## src/rtl/rsim_pkg.sv

```systemverilog
`timescale 1ns / 1ps
`default_nettype none
package rsim_pkg;

  localparam int DW        = 32;
  localparam int BSW       = 9;
  localparam int MAX_BATCH = 256;
  localparam int TAB_AW    = $clog2(MAX_BATCH);
  localparam int SLOT_W    = 8;
  localparam int DIV_STEPS = DW;
  localparam int LINE      = 2 * DIV_STEPS;
  localparam int PAW       = 4;

  typedef enum logic [1:0] {
    REG_TIME_STRIDE  = 2'd0,
    REG_BATCH_STRIDE = 2'd1,
    REG_TIME_SIZE    = 2'd2,
    REG_BATCH_SIZE   = 2'd3
  } reg_idx_t;

  localparam logic REQ_LOAD = 1'b0;
  localparam logic REQ_MAP  = 1'b1;

  typedef struct packed {
    logic [DW-1:0]  t_step;
    logic [DW-1:0]  b_step;
    logic [DW-1:0]  t_extent;
    logic [BSW-1:0] b_extent;
  } cfg_t;

  typedef struct packed {
    logic              req;
    logic [SLOT_W-1:0] slot;
    logic [DW-1:0]     len;
    logic [DW-1:0]     idx;
  } item_t;

endpackage
`default_nettype wire

```

## src/rtl/rsim_div.sv

```systemverilog
`timescale 1ns / 1ps
`default_nettype none
// Restoring divider, one quotient bit per stage, advances on en.
module rsim_div (
  input  wire logic                  clk,
  input  wire logic                  en,
  input  wire logic [rsim_pkg::DW-1:0] num,
  input  wire logic [rsim_pkg::DW-1:0] den,
  output logic      [rsim_pkg::DW-1:0] quot,
  output logic      [rsim_pkg::DW-1:0] rem
);
  import rsim_pkg::*;

  logic [DW-1:0] rem_r [DIV_STEPS];
  logic [DW-1:0] nq_r  [DIV_STEPS];

  for (genvar g = 0; g < DIV_STEPS; g++) begin : g_step
    logic [DW-1:0] r_in;
    logic [DW-1:0] n_in;
    logic [DW:0]   r_sh;
    logic [DW:0]   diff;

    if (g == 0) begin : g_first
      assign r_in = '0;
      assign n_in = num;
    end else begin : g_rest
      assign r_in = rem_r[g-1];
      assign n_in = nq_r[g-1];
    end

    assign r_sh = {r_in, n_in[DW-1]};
    assign diff = r_sh - {1'b0, den};

    always_ff @(posedge clk) begin
      if (en) begin
        if (!diff[DW]) begin
          rem_r[g] <= diff[DW-1:0];
          nq_r[g]  <= {n_in[DW-2:0], 1'b1};
        end else begin
          rem_r[g] <= r_sh[DW-1:0];
          nq_r[g]  <= {n_in[DW-2:0], 1'b0};
        end
      end
    end
  end

  assign quot = nq_r[DIV_STEPS-1];
  assign rem  = rem_r[DIV_STEPS-1];

endmodule
`default_nettype wire

```

## config.mk

```make
export PLATFORM = sky130hd
export DESIGN_NAME = rsim_div
export DESIGN_NICKNAME = d
export VERILOG_FILES = /design/src/rtl/rsim_pkg.sv /design/src/rtl/rsim_div.sv
export SDC_FILE = /design/constraint.sdc
export NUM_CORES = 2
export LEC_CHECK = 0
export BUFFER_PORTS_ARGS = -buffer_cell sky130_fd_sc_hd__buf_2
export CORE_MARGIN = 2
export CORE_UTILIZATION = 50
export DETAILED_ROUTE_END_ITERATION = 10
export GPL_TIMING_DRIVEN = 0
export PLACE_DENSITY = 0.65
export SETUP_SLACK_MARGIN = 0.05
export SLEW_MARGIN = 5
export SYNTH_ARGS = -nofsm -noshare
export SYNTH_HDL_FRONTEND = slang
export SYNTH_SLANG_ARGS = --single-unit
```

## constraint.sdc

```tcl
create_clock -name clk -period 7.52 [get_ports clk]
set_input_delay 0.376 -clock clk [delete_from_list [all_inputs] [get_ports clk]]
set_output_delay 0.376 -clock clk [all_outputs]
set_load 0.1 [all_outputs]
```

==> impl_metrics.yaml <==
outcome:
  status: "finished, final reports clean"
setup_path:
  worst-path-buf-inv: 5
  startpoint_type: "primary input"
  end_kind: "register"
  r2r.worst_path.cells: 16
  r2r-end: "rem_r[0][414]"
  critical_path_required_ns: 8.05
  timing.setup.critical_path_class: "in -> reg"
  r2r-start: "nq_r[0][383]"
  r2r_slack_ns: 2.23
  worst-path-stages: 15
  timing.critical_path.slowest_cell_delay_ns: 0.87
  timing.critical_path.fanout_max: 23
  crit_slowest_cell: "mux2i_1"
  timing.critical_path.cells: "dlygate4sd3_1, buf_2, inv_4, buf_16, ha_1, a211oi_1, nand3_1, o21ai_0, o21ai_1, o311ai_0, a31oi_1, o21ai_1, mux2i_1, clkbuf_1, o21ai_0"
  critical_path_arrival_ns: 5.87
  critical-path-top-delay-family: "compound AO/OA/AOI/OAI gates"
synth:
  synth_ff_type: "edfxtp_1"
  register_area_share_after_synthesis_pct: 50.63
  synth_top_area_share_pct: 50.61
  ys_async_sr_fraction_pct: 0
  synth.cell_area_um2: 121500
  synth.top_cells.by_area: "edfxtp_1 (51%), ha_1 (10%), mux2_2 (4.0%)"
  ys_seq_elements: 2048
  synthDominantAreaCellType: "edfxtp_1"
  syn-instance-count: 10600
  yosys.cell_types.count: 107
  number_of_enable_flip_flop_cells_after_synthesis: 2047
  synth.avg_cell_area_um2: 11.46
  syn_nets: 11690
  ys.warnings.count: 0
sta:
  finalCriticalPeriod_ns: 5.339
  skew_ns: 0.09193
  finalHoldViolations: 0
  post-route-period-util_pct: 71.00
  setup-violations-final: 0
  final_max_slew_viol_count: 0
  relSlewSlack_pct: 16.67
  maxClockFrequency_ghz: 0.1873
  rsz0062_at_grt: "false"
  worstMarginPinSlew_ns: 1.250
  worst_slack_ns: 2.181
floorplan:
  die_width_um: 496.9
  core_area_um2: 241000
  dieArea_um2: 246900
  start_util_pct: 50.40
  rows: 180
  die_height_um: 496.9
  io-pin-count: 130
drt:
  count_of_nets_left_with_antenna_violations_after_detail_routing: 0
  drt_pass1_iterations: 6
  post_drt_via_cell_ratio: 5.930
  met1Wirelength_um: 130300
  routed_wl_um: 330500
  post-route-drc-count: 0
  routed-wl-met2_um: 164300
  topRoutingLayerUsed: "met5"
  met3_wirelength_um: 15020
  avgRoutedWirePerCell_um: 22.86
  initialDrtViolationCount: 6351
  vias: 85740
pwr:
  fin_total_pwr_mw: 63.05
  powerDensity_nw_per_um2: 464.2
  p_leak_nw: 52.95
  vdd_ir_drop_max_uv: 310.2
global_routing:
  grt_overflow: 0
  global_route_usage_sum_pct: 26.07
  via_count_of_the_first_global_routing_pass: 84810
  grt_start_max_net_pins: 59
  grt_pass1_wl_um: 496700
  initial_antenna_violation_count: 10
place:
  number_of_instances_in_the_placed_design: 13980
  io_buffer_count: 129
  post-place-ws_ns: 1.804
  finalWeightedCongestion: 0.9037
  total_half_perimeter_wirelength_after_legalization_and_detailed_placement_um: 235200
layout:
  final_common_cell: "edfxtp_1"
  finalCoreUtilization_pct: 56.36
  post_route_cells_drive_above_1_share_pct: 10.97
  final_cell_mix: "edfxtp_1 (2047), ha_1 (994), o21ai_0 (865), nand2_1 (855), a21oi_1 (851)"
  syn_to_final_growth_pct: 11.83
  num-nets-final: 12170
  final_cell_count_no_fill: 14460
clock_network:
  post_cts.repair.setup_buffers: 0
  root_buffer: "clkbuf_16"
  tritoncts: "done"
  cts.reportedPaths.clkPinSlew_ns: 0.06
  cts_buffers: 221
  clock_latency_ns: 0.91
  htree_num_levels: 4
  cts.path.max_buffers: 3
  clkSinkCount: 2048
worst_hold_path:
  hold-path-cell-count: 3
  worst_min_delay_path_class: "in -> reg"
  hold_path_end: "rem_r[0][32]"
  hold_start: "den[0]"
job:
  max_cap_violations: 0
cell type report:
type,instances,area (µm²)
fill,20220,105200
buffer,280,1408
inverter,324,1296
sequential,2048,61490
multi-input combinational,7948,57470
antenna,8,20.02
clock buffer,252,5647
clock inverter,159,1649
tap,3185,3985
timing repair buffer,254,2860
worst max path at each step:
stage | startpoint | endpoint | slack [ns]
4_1_cts | nq_r[0][383] | rem_r[0][414] | 2.16
3_3_place_gp | den[1] | rem_r[1][252] | -1.18
2_1_floorplan | den[1] | rem_r[1][257] | 2.08
3_5_place_dp | den[1] | rem_r[1][174] | 1.80
5_1_grt | nq_r[0][383] | rem_r[0][414] | 1.99
6_report | den[11] | rem_r[1][164] | 2.18
state kept, by name, summed over array words and instances, names as in the netlist:
register,count
rem_r,1024
nq_r,1024
cells by family (layout without fill, tap and decap cells):
logic type / count (synthesis) / in the layout / synth area share (%)
fa+ha+maj: 1025 / 1025 / 10.75
buf+inv: 604 / 1269 / 2.059
simple gates: 2444 / 2444 / 9.583
xor+xnor: 876 / 876 / 6.317
compound gates: 3093 / 3093 / 15.90
mux: 510 / 510 / 4.767
other cells: 0 / 8 / 0
flops: 2048 / 2048 / 50.63
power by group:
group          internal [mW]  leakage, nW  switching (mW)
Clock                   6.17         3.51            4.67
Sequential              17.9         20.0            2.20
Combinational           13.8         29.4            18.3
routing by layer:
metal	vias up	GRT usage (%)
met5	-	0
met4	2	14.92
met3	805	3.655
met2	2367	45.70
met1	41420	30.57
li1	41140	-
cells in the mapped netlist (all sizes together), types with 35 or more instances:
cell,instances
mux2i,46
o211ai,35
o21a,129
o31ai,67
a31oi,102
o21ai,892
and2,71
nand3,158
nor2,551
or2,39
edfxtp,2047
a211oi,87
nand2,856
a21o,489
nor3,146
inv,324
nand2b,167
or3,47
ha,994
clkbuf,198
nor2b,130
o21bai,110
buf,82
xnor2,505
nand4,81
and3,80
a21oi,852
xor2,371
mux2,464
per-stage QoR:
step	instance area [µm²]	hold WS, ns	setup TNS (ns)
2_1_floorplan	121500	0.4003	0
3_5_place_dp	127900	0.4045	0
4_1_cts	135800	0.01400	0
3_3_place_gp	126100	0.4006	-458.68
6_report	135800	0.06608	0
5_1_grt	135800	0.04567	0
worst register-to-register path: stages (launching register included):
cell,delay [ns]
edfxtp_1,0.54
inv_1,0.14
ha_1,0.17
inv_1,0.06
fa_1,0.42
a211oi_1,0.33
nor3_1,0.11
nor2_1,0.20
a211oi_1,0.17
a311oi_2,0.40
o21ai_1,0.23
a221o_1,0.36
a21oi_1,0.18
mux2i_1,0.38
buf_2,0.36
clkbuf_1,0.56
o21ai_0,0.33
timing repair:
item                                   CTS  global route
endpoints found under the hold margin   58             0
hold buffers                            59             0
gates resized for setup                  0             0
(Power assumes the default switching activity.)
