`src/rtl/rsim_pkg.sv`:
```
`timescale 1ns / 1ps
`default_nettype none
package rsim_pkg;

  localparam int DW        = 32;
  localparam int BSW       = 9;
  localparam int MAX_BATCH = 256;
  localparam int TAB_AW    = $clog2(MAX_BATCH);
  localparam int SLOT_W    = 8;
  localparam int DIV_STEPS = DW;
  localparam int LINE      = 2 * DIV_STEPS;
  localparam int PAW       = 4;

  typedef enum logic [1:0] {
    REG_TIME_STRIDE  = 2'd0,
    REG_BATCH_STRIDE = 2'd1,
    REG_TIME_SIZE    = 2'd2,
    REG_BATCH_SIZE   = 2'd3
  } reg_idx_t;

  localparam logic REQ_LOAD = 1'b0;
  localparam logic REQ_MAP  = 1'b1;

  typedef struct packed {
    logic [DW-1:0]  t_step;
    logic [DW-1:0]  b_step;
    logic [DW-1:0]  t_extent;
    logic [BSW-1:0] b_extent;
  } cfg_t;

  typedef struct packed {
    logic              req;
    logic [SLOT_W-1:0] slot;
    logic [DW-1:0]     len;
    logic [DW-1:0]     idx;
  } item_t;

endpackage
`default_nettype wire

```
`src/rtl/rsim_cfg.sv`:
```
`timescale 1ns / 1ps
`default_nettype none
module rsim_cfg (
  input  wire logic                    clk,
  input  wire logic                    rst,
  input  wire logic                    psel,
  input  wire logic                    penable,
  input  wire logic                    pwrite,
  input  wire logic [rsim_pkg::PAW-1:0] paddr,
  input  wire logic [31:0]             pwdata,
  output logic      [31:0]             prdata,
  output logic                         pready,
  output rsim_pkg::cfg_t               cfg
);
  import rsim_pkg::*;

  logic     wr;
  reg_idx_t ridx;

  assign pready = 1'b1;
  assign wr     = psel && penable && pwrite;
  assign ridx   = reg_idx_t'(paddr[PAW-1:2]);

  always_ff @(posedge clk) begin
    if (rst) begin
      cfg.t_step   <= DW'(1);
      cfg.b_step   <= DW'(1);
      cfg.t_extent <= DW'(1);
      cfg.b_extent <= BSW'(1);
    end else if (wr && paddr[1:0] == 2'b00) begin
      unique case (ridx)
        REG_TIME_STRIDE:  cfg.t_step   <= pwdata;
        REG_BATCH_STRIDE: cfg.b_step   <= pwdata;
        REG_TIME_SIZE:    cfg.t_extent <= pwdata;
        REG_BATCH_SIZE:   cfg.b_extent <= pwdata[BSW-1:0];
        default: ;
      endcase
    end
  end

  always_comb begin
    unique case (ridx)
      REG_TIME_STRIDE:  prdata = cfg.t_step;
      REG_BATCH_STRIDE: prdata = cfg.b_step;
      REG_TIME_SIZE:    prdata = cfg.t_extent;
      REG_BATCH_SIZE:   prdata = {{(32-BSW){1'b0}}, cfg.b_extent};
      default:          prdata = '0;
    endcase
  end

endmodule
`default_nettype wire

```
`config.mk`:
```
export PLATFORM = sky130hd
export DESIGN_NAME = rsim_cfg
export DESIGN_NICKNAME = d
export VERILOG_FILES = /design/src/rtl/rsim_pkg.sv /design/src/rtl/rsim_cfg.sv
export SDC_FILE = /design/constraint.sdc
export NUM_CORES = 1
export LEC_CHECK = 0
export ABC_AREA = 1
export BUFFER_PORTS_ARGS = -buffer_cell sky130_fd_sc_hd__buf_2
export CAP_MARGIN = 10
export CORE_UTILIZATION = 47
export DETAILED_ROUTE_END_ITERATION = 12
export PLACE_DENSITY_LB_ADDON = 0.2
export SYNTH_ARGS = -nofsm -noshare
export SYNTH_HDL_FRONTEND = slang
export SYNTH_SLANG_ARGS = --single-unit
```
`constraint.sdc`:
```
create_clock -name clk -period 1.54 [get_ports clk]
set_input_delay 0.462 -clock clk [delete_from_list [all_inputs] [get_ports clk]]
set_output_delay 0.462 -clock clk [all_outputs]
set_load 0.01 [all_outputs]
```
==> results.yml, run 1 <==
critical_path:
  crit_fanout: 14
  crit_path_start_kind: "primary input"
  worstPathArrival_ns: 1.30
  setup.worst_path.end_class: "output port"
  critPathKind: "primary input to output port"
  path_cells: "buf_12 > nor2_4 > buf_4 > clkbuf_16 > nand2_1 > nand3_1 > buf_2"
  critical-path-max-stage-delay_ns: 0.19
  cp_data_required_time_ns: 1.08
  crit_slowest_cell: "clkbuf_16"
placed_design:
  dpl_worst_slack_ns: -0.331
  dpl.hpwl_um: 10800
  io_buffers: 177
  gp_congestion: 0.788
sta:
  finalSetupTns_ns: -6.16
  post-route-min-period_ns: 1.76
  finalHoldViolCount: 0
  rsz0062_at_grt: "true"
  timing.final.ws_setup_ns: -0.221
  fmax_mhz: 568
  post-route-period-util: 1.14
  setup_viol: 32
  fin_skew_ns: 0
  final_max_slew_viol_count: 0
grt:
  grt_antenna_before_repair: 0
  grt_pass1_vias: 5571
  overflow: 0
  grt_pass1_wl_um: 27900
  grt.total_usage: 0.276
  grt_max_degree: 61
finish:
  drive_above_1_share: 0.279
  reg.largest.list: "cfg x105"
  area.growth.synth_to_final_pct: 42.3
  largest_reg_flops: 105
  diodes: 0
  most-common-layout-cells: "nand2_1 (269), inv_1 (234), buf_2 (162), nand4_1 (106), dfxtp_1 (105)"
  nets: 1193
  layout_commonest_cell: "nand2_1"
  fill_cells: 1062
  multiInputGateArea_um2: 2730
  regArea_um2: 2100
  top_register: "cfg"
clocking:
  cts_max_level: 3
  cts_tree: "done"
  cts_buffers: 9
  clockBufferDepth: 2
  postCtsHoldBufs: 0
  clock_sinks: 105
  cts.clk_slew.worst_paths_ns: 0.07
  clock-root-buffer: "clkbuf_16"
  clock_latency_ns: 0.34
synthesis:
  synth_cell_types: 17
  avgSynthCellArea_um2: 5.96
  seq_area_frac_synth: 0.365
  synthTopCellsByArea: "dfxtp_1 (37%), nand2_1 (20%), inv_1 (15%)"
  postSynthCellCount: 965
  synth_top_cell_by_area: "dfxtp_1"
  synth_warnings: 0
  synth_top_area_share: 0.365
  netlist_area_um2: 5760
  syn-num-nets: 1006
  synth_seq_cells: 105
die:
  core_area_um2: 12000
  pin_count: 179
  row_count: 40
  die_w_um: 113
  dieArea_um2: 12700
  start_util: 0.481
  fp.dieH_um: 113
power_and_ir_drop:
  pwr-share-seq: 0.446
  pwr_density_cell_nw_per_um2: 754
  ir_drop_uv: 509
  p_clk_frac: 0.421
  swShare: 0.246
  p_int_mw: 4.66
  cellLeakagePower_nw: 4.52
  pwr-share-comb: 0.133
  switchingPower_mw: 1.52
detailed_routing:
  drt-initial-drc-count: 526
  routedWlPerCell_um: 14.3
  drt.antenna.violating_nets: 0
  totalWireLength_um: 18600
  dr.pass1.iters: 5
  via_per_inst: 4.96
  vias: 6465
  drc: 0
flow_run:
  drv_cap: 0
status:
  violations: "negative setup slack"
  status: "finished with violations"
worst_hold_path:
  hold_class: "primary input to flip-flop"
-- area by class of cell --
type,count,share of cell area
Clock buffer,9,0.0275
Clock inverter,6,0.0131
Inverter,238,0.110
Multi-Input combinational cell,557,0.333
Sequential cell,105,0.257
Tap cell,147,0.0224
Timing Repair Buffer,241,0.238
-- critical path, delay by kind of cell --
kind / cells / cell delay [ns]
and+or+nand+nor: 3 / 0.24
buffers and inverters: 4 / 0.59
-- cells in the mapped netlist --
library cell / count
nand2_1: 305
inv_1: 235
nand4_1: 106
dfxtp_1: 105
nor2_1: 103
buf_2: 41
nand3_1: 30
clkbuf_1: 12
buf_1: 10
o2111ai_1: 8
buf_4: 2
inv_2: 2
nor2_4: 2
clkinv_1: 1
conb_1: 1
nand3_2: 1
nor2_2: 1
-- through the flow --
step | cells | power, mW | hold WS, ns | util | area, um^2
final | 1303 | 6.17 | 0.432 | 0.685 | 8190
after global routing | 1303 | 6.40 | 0.440 | 0.685 | 8190
after CTS | 1294 | 6.11 | 0.425 | 0.653 | 7810
after detailed placement | 1267 | 3.46 | 0.485 | 0.593 | 7100
after global placement | 1267 | 3.45 | 0.477 | 0.593 | 7100
after floorplan | 965 | 3.18 | 0.501 | - | 5790
-- metal layers --
layer | vias to the layer above | part of all wire | routed length [um] | track usage
li1 | 3266 | - | - | -
met1 | 2913 | 0.46 | 8630 | 0.377
met2 | 251 | 0.46 | 8490 | 0.440
met3 | 35 | 0.060 | 1120 | 0.0448
met4 | 0 | 0.018 | 341 | 0.0996
met5 | - | 0 | 0 | 0
-- kinds of logic after synthesis --
kind of cell,synth area share
other,0.000652
flip-flops,0.365
buffers and inverters,0.208
AND/OR/NAND/NOR,0.414
AO/OA/AOI/OAI,0.0122
-- worst paths after layout --
kind / end / start / depth (start not counted) / slack, ns
max reg2reg: cfg[94] / cfg[94] / 4 / 0.79
max: prdata[13] / paddr[2] / 7 / -0.22
min reg2reg: cfg[0] / cfg[0] / 2 / 0.50
min: cfg[73] / pwdata[0] / 3 / 0.43
-- timing repair --
item	CTS	global route
setup buffers	8	5
pin swaps	5	17
resized for setup	44	53
cloned	4	8
endpoints found under the setup margin	32	62
-- power by group through the flow --
stage | Combinational, mW | Clock (mW) | Sequential [mW]
6_report | 0.822 | 2.60 | 2.75
2_1_floorplan | 0.360 | 0 | 2.82
4_1_cts | 0.744 | 2.62 | 2.75
3_5_place_dp | 0.643 | 0 | 2.81
3_3_place_gp | 0.641 | 0 | 2.81
5_1_grt | 0.884 | 2.76 | 2.75
No activity file was read; power rests on OpenSTA's default activity.
==> inputs of run 2 (changes only) <==
--- a/config.mk
+++ b/config.mk
@@ -11,6 +11,7 @@
 export CORE_UTILIZATION = 47
 export DETAILED_ROUTE_END_ITERATION = 12
 export PLACE_DENSITY_LB_ADDON = 0.2
+export REMOVE_ABC_BUFFERS = 1
 export SYNTH_ARGS = -nofsm -noshare
 export SYNTH_HDL_FRONTEND = slang
 export SYNTH_SLANG_ARGS = --single-unit
==> run 2 against run 1 <==
The flow still finishes with violations (negative setup slack); via count decreased by 1.6%; routed wire length shrank 0.16%; register-to-register slack improved by 0.03 ns; non-clock buffer count grew 5; core utilization is 1.9 points lower; global-route usage rose by 0.98 points; count of clock-buffer cells in the layout increased by 2; maximum frequency fell by 2.6%; first-iteration DRC count down 19%; combinational power fell by 5.5%; critical path type unchanged.
==> results.yml, run 2 (same netlist as run 1, synthesis figures left out) <==
detailed_routing:
  vias: 6359
  dr.pass1.iters: 5
  drt.antenna.violating_nets: 0
  drc: 0
  drt-initial-drc-count: 427
  via_per_inst: 4.87
  totalWireLength_um: 18600
  routedWlPerCell_um: 14.2
sta:
  finalSetupTns_ns: -6.37
  post-route-period-util: 1.17
  post-route-min-period_ns: 1.81
  timing.final.ws_setup_ns: -0.267
  fmax_mhz: 553
  fin_skew_ns: 0
  final_max_slew_viol_count: 0
  rsz0062_at_grt: "true"
  setup_viol: 32
  finalHoldViolCount: 0
  hold_ws_ns: 0.451
critical_path:
  worstPathArrival_ns: 1.34
  ff2ff_path_depth: 4
  reg2reg_from: "cfg[15]"
  critPathTopFamily: "buffers and inverters"
  r2r-end: "cfg[15]"
  cp_data_required_time_ns: 1.08
  critPathKind: "primary input to output port"
  crit_slowest_cell: "nor2_4"
  critPathBufInv: 4
  path_cells: "buf_12 > nor2_4 > buf_6 > buf_12 > nand2_2 > o2111ai_2 > buf_2"
  setup.worst_path.end_class: "output port"
  critical-path-max-stage-delay_ns: 0.17
  crit_fanout: 7
  path_common_cell: "buf_12"
  r2r_slack_ns: 0.82
  crit_path_start_kind: "primary input"
grt:
  grt_pass1_wl_um: 28600
  grt_antenna_before_repair: 0
  grt.total_usage: 0.286
  grt_max_degree: 55
  grt_pass1_vias: 5693
  overflow: 0
worst_hold_path:
  whs_path_depth: 3
  hold_class: "primary input to flip-flop"
  hp-start: "pwdata[0]"
  min_to: "cfg[73]"
flow_run:
  drv_cap: 0
finish:
  largest_reg_flops: 105
  area.growth.synth_to_final_pct: 38.4
  most-common-layout-cells: "nand2_1 (282), inv_1 (234), buf_2 (165), nand4_1 (106), dfxtp_1 (105)"
  diodes: 0
  reg.largest.list: "cfg x105"
  nets: 1198
  layout_commonest_cell: "nand2_1"
  stdcell_count: 1307
  drive_above_1_share: 0.268
  top_register: "cfg"
placed_design:
  io_buffers: 177
  gp_congestion: 0.827
  dpl_worst_slack_ns: -0.289
  dpl.hpwl_um: 10600
  dp_cells: 1271
power_and_ir_drop:
  cellLeakagePower_nw: 4.48
  ir_drop_uv: 623
  total_power_mw: 5.95
  pwr_density_cell_nw_per_um2: 747
die:
  row_count: 40
  dieArea_um2: 12700
  core_area_um2: 12000
  fp.dieH_um: 113
  start_util: 0.481
  pin_count: 179
  die_w_um: 113
status:
  violations: "negative setup slack"
  status: "finished with violations"
clocking:
  clock_sinks: 105
  clockBufferDepth: 2
  cts_tree: "done"
  cts_buffers: 9
  clock_latency_ns: 0.34
  clock-root-buffer: "clkbuf_16"
  cts.clk_slew.worst_paths_ns: 0.07
  cts_max_level: 3
-- run 2: cell count changes in the layout (fill, tap and decap cells not counted), sizes merged --
| cell | previous run | this run |
|---|---|---|
| buf | 233 | 244 |
| clkinv | 3 | 1 |
| clkbuf | 17 | 13 |
| bufinv | 3 | 2 |
-- run 2: power breakdown --
part | switching (mW) | internal, mW
clock | 1.01 | 1.41
sequential | 0.0183 | 2.73
combinational | 0.465 | 0.312
-- run 2: cell type report --
cell class	count	area, um^2
clock buffer	11	233
inverter	238	900
sequential	105	2100
timing repair buffer	246	1780
clock inverter	3	67.6
tap	147	184
multi-input combinational	557	2700
fill	1129	4000
-- run 2: per-layer routing --
metal,global-route usage,part of all wire
met2,0.468,0.46
met5,0,0
met3,0.0362,0.062
met4,0.105,0.017
met1,0.386,0.46
-- run 2: stage by stage --
| step | area, um^2 | util |
|---|---|---|
| after floorplan | 5450 | - |
| after CTS | 7900 | 0.660 |
| final | 7960 | 0.666 |
| after global routing | 7960 | 0.666 |
| after global placement | 7050 | 0.589 |
| after detailed placement | 7050 | 0.589 |
-- run 2: worst max-delay path by stage --
stage	slack (ns)	startpoint	to	cells past startpoint
2_1_floorplan	-2.66	paddr[2]	cfg[41]	5
3_3_place_gp	-0.28	paddr[2]	prdata[2]	7
3_5_place_dp	-0.29	paddr[2]	prdata[2]	7
4_1_cts	-0.24	paddr[3]	prdata[4]	8
5_1_grt	-0.28	paddr[2]	prdata[7]	7
6_report	-0.27	paddr[2]	prdata[1]	7
-- run 2: tightest hold or removal path, cell delays in order --
cell,delay [ns]
buf_2,0.13
nand4_1,0.09
nand3_1,0.06
-- run 2: repair_timing --
| action | in CTS | in global routing |
|---|---|---|
| setup endpoints to repair | 32 | 96 |
| pin swaps | 15 | 7 |
| buffers inserted | 18 | 3 |
| hold buffers | 0 | 0 |
| resized for setup | 55 | 36 |
| cloned | 6 | 2 |
